==> config.mk <==
export PLATFORM = sky130hd
export DESIGN_NAME = binary_to_packed_bcd
export DESIGN_NICKNAME = d
export VERILOG_FILES = /design/src/rtl/bpb_pkg.sv /design/src/rtl/bpb_range_stage.sv /design/src/rtl/bpb_dabble_stage.sv /design/src/rtl/binary_to_packed_bcd.sv
export SDC_FILE = /design/constraint.sdc
export NUM_CORES = 1
export LEC_CHECK = 0
export ABC_AREA = 1
export BUFFER_PORTS_ARGS = -buffer_cell sky130_fd_sc_hd__buf_2
export CAP_MARGIN = 20
export CORE_UTILIZATION = 35
export DETAILED_ROUTE_END_ITERATION = 8
export PLACE_DENSITY = 0.59
export RECOVER_POWER = 25
export REMOVE_ABC_BUFFERS = 1
export SYNTH_ARGS = -nofsm -noshare
export SYNTH_HDL_FRONTEND = slang
export SYNTH_SLANG_ARGS = --single-unit
==> constraint.sdc <==
create_clock -name clock -period 10.27 [get_ports clock]
set_input_delay 1.027 -clock clock [delete_from_list [all_inputs] [get_ports clock]]
set_output_delay 1.027 -clock clock [all_outputs]
set_load 0.01 [all_outputs]
==> src/rtl/bpb_pkg.sv <==
`timescale 1ns / 1ps
`default_nettype none

package bpb_pkg;

   localparam int unsigned DATA_BITS = 32;
   localparam int unsigned DIGIT_COUNT = 8;
   localparam int unsigned BIN_BITS = 28;
   localparam int unsigned STEPS_PER_STAGE = 7;
   localparam int unsigned STAGE_COUNT = BIN_BITS / STEPS_PER_STAGE;

   localparam logic [DATA_BITS-1:0] BCD_MAX_VALUE = 32'd99999999;
   localparam logic [DATA_BITS-1:0] BCD_OVERFLOW = 32'hFFFF_FFFF;

   typedef struct packed {
      logic [DATA_BITS-1:0] bcd;
      logic [BIN_BITS-1:0]  bin;
      logic                 over;
   } bpb_work_type;

   // One shift-and-add-3 step: digits of five or more are corrected, then
   // the next binary bit shifts into the digit field.
   function automatic bpb_work_type dabble_step(input bpb_work_type w);
      bpb_work_type r;
      logic [DATA_BITS-1:0] adj;
      r = w;
      adj = w.bcd;
      for (int d = 0; d < DIGIT_COUNT; d++) begin
         if (w.bcd[d*4 +: 4] >= 4'd5) begin
            adj[d*4 +: 4] = w.bcd[d*4 +: 4] + 4'd3;
         end
      end
      r.bcd = {adj[DATA_BITS-2:0], w.bin[BIN_BITS-1]};
      r.bin = {w.bin[BIN_BITS-2:0], 1'b0};
      return r;
   endfunction

endpackage

`default_nettype wire

==> src/rtl/bpb_range_stage.sv <==
`timescale 1ns / 1ps
`default_nettype none

module bpb_range_stage
   import bpb_pkg::*;
(
   input  wire logic                 clock,
   input  wire logic                 reset,
   input  wire logic                 in_valid,
   input  wire logic [DATA_BITS-1:0] in_value,
   output      logic                 in_ready,
   output      logic                 out_valid,
   output      bpb_work_type         out_data,
   input  wire logic                 out_ready
);

   logic         valid_ff;
   bpb_work_type data_ff;
   bpb_work_type data_in;

   always_comb begin
      data_in.bcd = '0;
      data_in.bin = in_value[BIN_BITS-1:0];
      data_in.over = (in_value > BCD_MAX_VALUE);
   end

   assign in_ready = !valid_ff || out_ready;
   assign out_valid = valid_ff;
   assign out_data = data_ff;

   always_ff @(posedge clock) begin
      if (reset) begin
         valid_ff <= 1'b0;
      end else if (in_ready) begin
         valid_ff <= in_valid;
      end
   end

   always_ff @(posedge clock) begin
      if (in_ready && in_valid) begin
         data_ff <= data_in;
      end
   end

   a_accept_fills : assert property (@(posedge clock) disable iff (reset)
      in_valid && in_ready |=> out_valid)
      else $error("accepted transaction did not reach the range stage");

   a_stall_holds : assert property (@(posedge clock) disable iff (reset)
      out_valid && !out_ready |=> out_valid && $stable(out_data))
      else $error("range stage changed while stalled");

   a_over_clean : assert property (@(posedge clock) disable iff (reset)
      out_valid && !out_data.over |-> out_data.bcd == '0)
      else $error("range stage digit field not cleared");

endmodule

`default_nettype wire

==> src/rtl/bpb_dabble_stage.sv <==
`timescale 1ns / 1ps
`default_nettype none

module bpb_dabble_stage
   import bpb_pkg::*;
(
   input  wire logic         clock,
   input  wire logic         reset,
   input  wire logic         in_valid,
   input  wire bpb_work_type in_data,
   output      logic         in_ready,
   output      logic         out_valid,
   output      bpb_work_type out_data,
   input  wire logic         out_ready
);

   logic         valid_ff;
   bpb_work_type data_ff;
   bpb_work_type data_in;

   always_comb begin
      data_in = in_data;
      for (int k = 0; k < STEPS_PER_STAGE; k++) begin
         data_in = dabble_step(data_in);
      end
   end

   assign in_ready = !valid_ff || out_ready;
   assign out_valid = valid_ff;
   assign out_data = data_ff;

   always_ff @(posedge clock) begin
      if (reset) begin
         valid_ff <= 1'b0;
      end else if (in_ready) begin
         valid_ff <= in_valid;
      end
   end

   always_ff @(posedge clock) begin
      if (in_ready && in_valid) begin
         data_ff <= data_in;
      end
   end

   a_accept_fills : assert property (@(posedge clock) disable iff (reset)
      in_valid && in_ready |=> out_valid)
      else $error("accepted transaction did not reach the dabble stage");

   a_stall_holds : assert property (@(posedge clock) disable iff (reset)
      out_valid && !out_ready |=> out_valid && $stable(out_data))
      else $error("dabble stage changed while stalled");

   a_over_travels : assert property (@(posedge clock) disable iff (reset)
      in_valid && in_ready |=> out_data.over == $past(in_data.over))
      else $error("out-of-range flag lost in dabble stage");

endmodule

`default_nettype wire

==> src/rtl/binary_to_packed_bcd.sv <==
`timescale 1ns / 1ps
`default_nettype none

// Binary to packed BCD converter.
// The req_ channel carries one unsigned 32-bit value per transaction in
// req_tdata. The rsp_ channel returns eight packed BCD digits in rsp_tdata,
// the most significant digit in bits 31..28. A value above 99999999 returns
// 0xFFFFFFFF as an out-of-range mark.
// The converter is a pipeline of five register stages: a range check and
// four shift-and-add-3 stages of seven steps each over the low 28 bits.
// A result passes the range stage register and then the four dabble stage
// registers to rsp_tvalid; one transaction per cycle is accepted while rsp_tready is high.
// Each stage holds its own valid bit, so bubbles collapse: when the receiver
// stalls, the pipeline keeps accepting until every stage is full, and then
// req_tready drops until rsp_tready returns. Nothing is lost or repeated.
// Reset clears all valid bits; no results are pending afterwards.
module binary_to_packed_bcd
   import bpb_pkg::*;
(
   input  wire logic                 clock,
   input  wire logic                 reset,
   input  wire logic                 req_tvalid,
   output      logic                 req_tready,
   input  wire logic [DATA_BITS-1:0] req_tdata,   // [31:0] binary_value
   output      logic                 rsp_tvalid,
   input  wire logic                 rsp_tready,
   output      logic [DATA_BITS-1:0] rsp_tdata    // [31:0] bcd_value
);

   logic         stage_valid [STAGE_COUNT+1];
   logic         stage_ready [STAGE_COUNT+1];
   bpb_work_type stage_data [STAGE_COUNT+1];
   logic         digits_ok;

   bpb_range_stage u_range (
      .clock     (clock),
      .reset     (reset),
      .in_valid  (req_tvalid),
      .in_value  (req_tdata),
      .in_ready  (req_tready),
      .out_valid (stage_valid[0]),
      .out_data  (stage_data[0]),
      .out_ready (stage_ready[0])
   );

   for (genvar s = 0; s < STAGE_COUNT; s++) begin : g_dabble
      bpb_dabble_stage u_dabble (
         .clock     (clock),
         .reset     (reset),
         .in_valid  (stage_valid[s]),
         .in_data   (stage_data[s]),
         .in_ready  (stage_ready[s]),
         .out_valid (stage_valid[s+1]),
         .out_data  (stage_data[s+1]),
         .out_ready (stage_ready[s+1])
      );
   end

   assign stage_ready[STAGE_COUNT] = rsp_tready;
   assign rsp_tvalid = stage_valid[STAGE_COUNT];
   assign rsp_tdata = stage_data[STAGE_COUNT].over ? BCD_OVERFLOW
                                                   : stage_data[STAGE_COUNT].bcd;

   always_comb begin
      digits_ok = 1'b1;
      for (int d = 0; d < DIGIT_COUNT; d++) begin
         if (rsp_tdata[d*4 +: 4] > 4'd9) begin
            digits_ok = 1'b0;
         end
      end
   end

   a_digits_valid : assert property (@(posedge clock) disable iff (reset)
      rsp_tvalid && !stage_data[STAGE_COUNT].over |-> digits_ok)
      else $error("result holds a digit above nine");

   a_over_mark : assert property (@(posedge clock) disable iff (reset)
      rsp_tvalid && stage_data[STAGE_COUNT].over |-> rsp_tdata == BCD_OVERFLOW)
      else $error("out-of-range result not marked");

   a_reset_empty : assert property (@(posedge clock)
      $past(reset) |-> !rsp_tvalid)
      else $error("result pending right after reset");

endmodule

`default_nettype wire
==> flow_metrics.env, run 1 <==
export IMPL_start_util_pct=35.5
export IMPL_violations="capacitance limit, slew limit"
export IMPL_cts_root_buf="clkbuf_16"
export IMPL_num_rows=81
export IMPL_worstHoldPathType="flip-flop to flip-flop"
export IMPL_cap_violations=1
export IMPL_skew_ps=23.4
export IMPL_post_cts_buffers=0
export IMPL_syn_inst=2457
export IMPL_grt_setup_unrepaired="no"
export IMPL_critPathSlowestCell="edfxtp_1"
export IMPL_vias=14900
export IMPL_synth_ff_type="edfxtp_1"
export IMPL_drive_above_1_share_pct=19.2
export IMPL_grt_pass1_vias=14000
export IMPL_ctsHoldBuffers=0
export IMPL_port_buffers=69
export IMPL_critPathKind="flip-flop to flip-flop"
export IMPL_critPathMostFrequentCell="nand2_1"
export IMPL_ctsResizeCount=0
export IMPL_grt_overflow=0
export IMPL_clockBufferDepth=2
export IMPL_setup_violations=0
export IMPL_dieArea_mm2=0.0506
export IMPL_ys_seq_area_share_pct=28.3
export IMPL_netlist_area_mm2=0.0174
export IMPL_drt_total_wl_mm=29.7
export IMPL_die_x_um=225
export IMPL_nFillCells=5082
export IMPL_final_antenna_net_count=0
export IMPL_slowest_delay_ps=430
export IMPL_nets=2692
export IMPL_synth_area_leader_cell="edfxtp_1"
export IMPL_syn_to_final_growth_pct=10.2
export IMPL_grt_pass1_wl_mm=54.7
export IMPL_cts_made_buffers=17
export IMPL_drtIter0Drc=608
export IMPL_ys_ff_latch=166
export IMPL_antenna_found_initial=0
export IMPL_clk_pin_slew_worst_paths_ps=80
export IMPL_tritoncts="done"
export IMPL_ys_top_cells_by_area="edfxtp_1 28%, nand2_1 17%, inv_1 9.0%, ha_1 7.9%, nand3_1 7.2%"
export IMPL_synth_top_area_share_pct=27.8
export IMPL_avgRoutedWirePerCell_um=9.23
export IMPL_cp_arrival_ps=5980
export IMPL_status="finished with violations"
export IMPL_crit_fanout=5
export IMPL_setup_tns_ps=0
export IMPL_grt_start_max_net_pins=36
export IMPL_synth_edf_count=161
export IMPL_clk_latency_ps=460
export IMPL_core_mm2=0.0491
export IMPL_diodes=0
export IMPL_place_hpwl_mm=24.6
export IMPL_finalCriticalPeriod_ps=5770
export IMPL_synth_distinct_cells=49
export IMPL_yosys_warnings=0
export IMPL_maxSlewHeadroom_pct=-28.8
export IMPL_drcViolationCount=0
export IMPL_async_flop_share_pct=0
export IMPL_fmax_mhz=173
export IMPL_gp_congestion=0.776
export IMPL_crit_path_end_kind="flip-flop"
export IMPL_tightest_slew_ps=1930
export IMPL_clock_sinks=166
export IMPL_hold_violations=0
export IMPL_cp_data_required_time_ps=10470
export IMPL_final_period_utilization_pct=56.2
export IMPL_pin_count=70
export IMPL_synth_avg_cell_area_um2=7.09
export IMPL_via_per_inst=4.64
export IMPL_track_usage_pct=12.3
export IMPL_slew_violations=36
export IMPL_critPathLaunchType="flip-flop"
export IMPL_htreeDepth=4
export IMPL_drtPass1Iterations=4
export IMPL_die_y_um=225
## registers in the layout, indices dropped and copies added (netlist names)
signal / cells
g_dabble.u_dabble.out_data: 132
g_dabble.u_dabble.out_valid: 4
u_range.out_data: 29
u_range.out_valid: 1
## worst max-delay path, delay by kind of cell (launching register included)
kind | cells | cell delay (ps)
flops | 1 | 430
xor+xnor | 3 | 620
simple gates | 19 | 1820
compound gates | 2 | 670
buf+inv | 9 | 700
fa+ha+maj | 7 | 1270
## metrics by stage
| step | setup WS, ps | instances | hold WS [ps] | utilization (%) | area (um2) |
|---|---|---|---|---|---|
| 2_1_floorplan | 5180 | 2454 | 400 | - | 17400 |
| 3_3_place_gp | 4880 | 3191 | 401 | 38.0 | 18600 |
| 3_5_place_dp | 4530 | 3191 | 405 | 38.0 | 18600 |
| 4_1_cts | 4490 | 3223 | 416 | 39.2 | 19200 |
| 5_1_grt | 3780 | 3223 | 421 | 39.1 | 19200 |
| 6_report | 4500 | 3223 | 416 | 39.1 | 19200 |
## kinds of logic (layout without fill, tap and decap cells)
| logic type | count (synthesis) | count (layout) | share of synthesized area, % |
|---|---|---|---|
| compound gates | 167 | 167 | 6.35 |
| xor+xnor | 55 | 55 | 3.37 |
| fa+ha+maj | 110 | 110 | 7.90 |
| buf+inv | 444 | 546 | 9.58 |
| flops | 166 | 166 | 28.3 |
| mux | 2 | 2 | 0.115 |
| simple gates | 1513 | 1513 | 44.3 |
## synthesized netlist by cell type, drive strengths merged, types with 3 or more instances
library cell  instances
and2                 30
clkbuf                3
a21boi                4
nor2                 31
a31o                  7
xor2                 43
xnor2                12
a21oi                32
ha                  110
o22ai                 4
o211ai                6
edfxtp              161
o21ai                88
dfxtp                 5
o21bai                3
nand2               972
nand3b               18
inv                 440
nand3               328
nand4                96
or2                  35
a21o                 16
## layer usage
layer	part of all wire, %	global-route usage (%)	wire, um
met1	47	14.1	14100
met2	49	23.3	14700
met3	2.1	2.01	621
met4	1.2	3.36	359
met5	0	0	0
## final cells by class
type,count,area (um2),share of cell area [%]
multi-input cells,1847,10800,56.4
clock buffers,17,425,2.22
flip-flops and latches,166,4930,25.7
well taps,664,831,4.33
inverters,441,1660,8.63
clock inverters,15,169,0.880
repair buffers,73,353,1.84
## worst paths after layout
path / cells past startpoint / from / slack (ps) / to
min reg2reg: 0 / g_dabble[0].u_dabble.out_data[17] / 420 / g_dabble[1].u_dabble.out_data[24]
min: 0 / g_dabble[0].u_dabble.out_data[17] / 420 / g_dabble[1].u_dabble.out_data[24]
max reg2reg: 40 / g_dabble[2].u_dabble.out_data[53] / 4500 / g_dabble[3].u_dabble.out_data[58]
max: 40 / g_dabble[2].u_dabble.out_data[53] / 4500 / g_dabble[3].u_dabble.out_data[58]
## layout by cell type, fill, tap and decap left out, types with 16 or more instances in the layout
cell type / n
nand2_1: 772
inv_1: 418
nand3_1: 252
nand2_2: 165
edfxtp_1: 161
ha_1: 110
nand4_1: 96
nand3_2: 68
buf_2: 54
o21ai_0: 44
xor2_1: 38
nand2_4: 35
or2_2: 35
a21oi_1: 31
nor2_1: 27
o21ai_2: 25
inv_2: 22
nand3b_1: 18
clkbuf_16: 17
clkbuf_1: 16
Power of run 1 is not shown: default switching activity piles up to over one toggle a cycle in this logic, so the estimate is an artifact.
==> run 2: changes to the inputs <==
- ABC_AREA: 1 -> 0
- PLACE_DENSITY: 0.59 -> 0.61
- clock period: 10.27 -> 5.02 ns (I/O delays scaled with it)
==> run 2 against run 1 <==
Compared with the run above: the run ends with setup timing left; via count rose by 36%; fmax rose by 9.2%; count of clock-buffer cells in the layout rose by 1.
==> flow_metrics.env, run 2 <==
export IMPL_status="finished with violations"
export IMPL_violations="setup timing"
export IMPL_rrSetupSlack_ps=-270
export IMPL_critPathLaunchType="flip-flop"
export IMPL_drive_above_1_share_pct=47.2
export IMPL_drt_total_wl_mm=51.9
export IMPL_final_cell_mix="633 x buf_4, 198 x nand2_1, 161 x edfxtp_1, 159 x nor2_1, 119 x a21oi_1"
export IMPL_min_from="req_tdata[3]"
export IMPL_drtIter0Drc=1085
export IMPL_worstHoldPathType="primary input to flip-flop"
export IMPL_grt_pass1_wl_mm=82.6
export IMPL_final_period_utilization_pct=105
export IMPL_synth_compound_area_share_pct=32.9
export IMPL_largest_register_ff_count=132
export IMPL_dp_slack_ps=-805
export IMPL_ys_ff_latch=166
export IMPL_synth_top_area_share_pct=24.6
export IMPL_port_buffers=69
export IMPL_clk_latency_ps=490
export IMPL_nFillCells=4744
export IMPL_crit_fanout=3
export IMPL_avgRoutedWirePerCell_um=13.6
export IMPL_cp_data_required_time_ps=5340
export IMPL_startpoint="g_dabble[2].u_dabble.out_data[49]"
export IMPL_netlist_area_mm2=0.0196
export IMPL_diodes=0
export IMPL_fin_cells=3822
export IMPL_tritoncts="done"
export IMPL_ctsHoldBuffers=0
export IMPL_vias=20300
export IMPL_drcViolationCount=0
export IMPL_synth_avg_cell_area_um2=8.31
export IMPL_dp_cells=3616
export IMPL_yosys_mux_area_fraction_pct=6.05
export IMPL_core_mm2=0.0552
export IMPL_slew_violations=0
export IMPL_ys_top_cells_by_area="edfxtp_1 25%, ha_1 7.0%, a21oi_1 4.2%, nand2_1 4.2%, o21ai_0 3.8%"
export IMPL_skew_ps=22.2
export IMPL_async_flop_share_pct=0
export IMPL_antenna_found_initial=0
export IMPL_start_util_pct=35.5
export IMPL_clock_sinks=166
export IMPL_placed_area_mm2=0.0244
export IMPL_synth_top_family_by_area="compound AO/OA/AOI/OAI gates"
export IMPL_whs_ps=185
export IMPL_clk_pin_slew_worst_paths_ps=80
export IMPL_syn_to_final_growth_pct=49.6
export IMPL_synth_area_leader_cell="edfxtp_1"
export IMPL_nets=3207
export IMPL_synth_common_cells="217 x nand2_1, 184 x nor2_1, 163 x a21oi_1"
export IMPL_synth_ff_type="edfxtp_1"
export IMPL_grt_pass1_vias=19100
export IMPL_die_x_um=239
export IMPL_grt_setup_unrepaired="yes"
export IMPL_layout_commonest_cell="buf_4"
export IMPL_cap_violations=0
export IMPL_crit_path_end_kind="flip-flop"
export IMPL_grt_overflow=0
export IMPL_drtPass1Iterations=5
export IMPL_ys_seq_area_share_pct=25.2
export IMPL_final_cell_area_mm2=0.0293
export IMPL_place_hpwl_mm=34.9
export IMPL_gp_congestion=0.868
export IMPL_num_rows=86
export IMPL_rr_startpoint="g_dabble[2].u_dabble.out_data[49]"
export IMPL_cp_arrival_ps=5610
export IMPL_synth_distinct_cells=131
export IMPL_critPathKind="flip-flop to flip-flop"
export IMPL_yosys_warnings=0
export IMPL_syn_inst=2360
export IMPL_setup_violations=42
export IMPL_worst_slack_ps=-271
export IMPL_final_antenna_net_count=0
export IMPL_via_per_inst=5.31
export IMPL_yosysMostFrequentCell="nand2_1"
export IMPL_synthSimpleGateAreaFrac_pct=19.9
export IMPL_maxSlewHeadroom_pct=48.3
export IMPL_htreeDepth=4
export IMPL_die_y_um=239
export IMPL_finalCriticalPeriod_ps=5290
export IMPL_grt_start_max_net_pins=36
export IMPL_critPathMostFrequentCell="ha_4"
export IMPL_pin_count=70
export IMPL_slowest_delay_ps=430
export IMPL_synth_fa_ha_area_share_pct=7.12
export IMPL_clockBufferDepth=2
export IMPL_tightest_slew_ps=776
export IMPL_hold_violations=0
export IMPL_dieArea_mm2=0.0570
export IMPL_cts_made_buffers=17
export IMPL_critPathSlowestCell="edfxtp_1"
export IMPL_synth_edf_count=161
export IMPL_track_usage_pct=16.8
export IMPL_synth_xor_xnor_area_share_pct=4.53
export IMPL_cts_root_buf="clkbuf_16"
export IMPL_fmax_mhz=189
-- run 2: cell types whose count changed after synthesis, sizes merged, moves of 130 or more --
cell   change
nand3    -272
o21ai    +130
a21oi    +146
nand2    -754
nor2     +157
inv      -287
-- run 2: cell families after synthesis --
kind of cell    after synthesis
xor+xnor                     84
flops                       166
compound gates              884
buf+inv                     220
mux                         108
fa+ha+maj                   112
simple gates                786
-- run 2: per-stage QoR --
step / utilization (%) / setup TNS (ps)
floorplan: - / -14760
finish: 53.2 / -3840
detailed placement: 44.3 / -18130
global route: 53.2 / -16230
CTS: 48.7 / -1570
global placement: 44.3 / -9360
-- run 2: repair_timing --
item                       4_1_cts  5_1_grt
gates cloned                     0        0
setup endpoints to repair       59       60
gates resized for setup        284      373
pin swaps                      146      221
buffers inserted                81       92
-- run 2: layer usage --
layer,GRT usage [%],vias to the layer above,wire length (um)
li1,-,10300,-
met1,19.7,9626,22100
met2,31.0,327,27700
met3,2.34,61,1270
met4,5.83,0,765
met5,0,-,0
-- run 2: worst paths after layout --
check / end / depth (start not counted)
min: u_range.out_data[4] / 1
max: g_dabble[3].u_dabble.out_data[59] / 31
max reg2reg: g_dabble[3].u_dabble.out_data[59] / 31
min reg2reg: g_dabble[0].u_dabble.out_data[19] / 0
-- run 2: critical path: cells and delay by family, from the launching register on --
family	cells	cell delay [ps]
AO/OA/AOI/OAI	11	1700
AND/OR/NAND/NOR	5	920
buffers and inverters	7	780
adder cells (fa/ha/maj)	5	770
flip-flops	1	430
multiplexers	2	330
XOR/XNOR	1	190
-- run 2: layout make-up --
type	instances	area [um2]	area share (%)
tap	748	936	3.19
inverter	154	586	2.00
timing repair buffer	748	5670	19.3
sequential	166	4930	16.8
multi-input combinational	1974	16600	56.6
clock buffer	18	429	1.46
clock inverter	14	175	0.597
Power of run 2 is left out for the same reason.
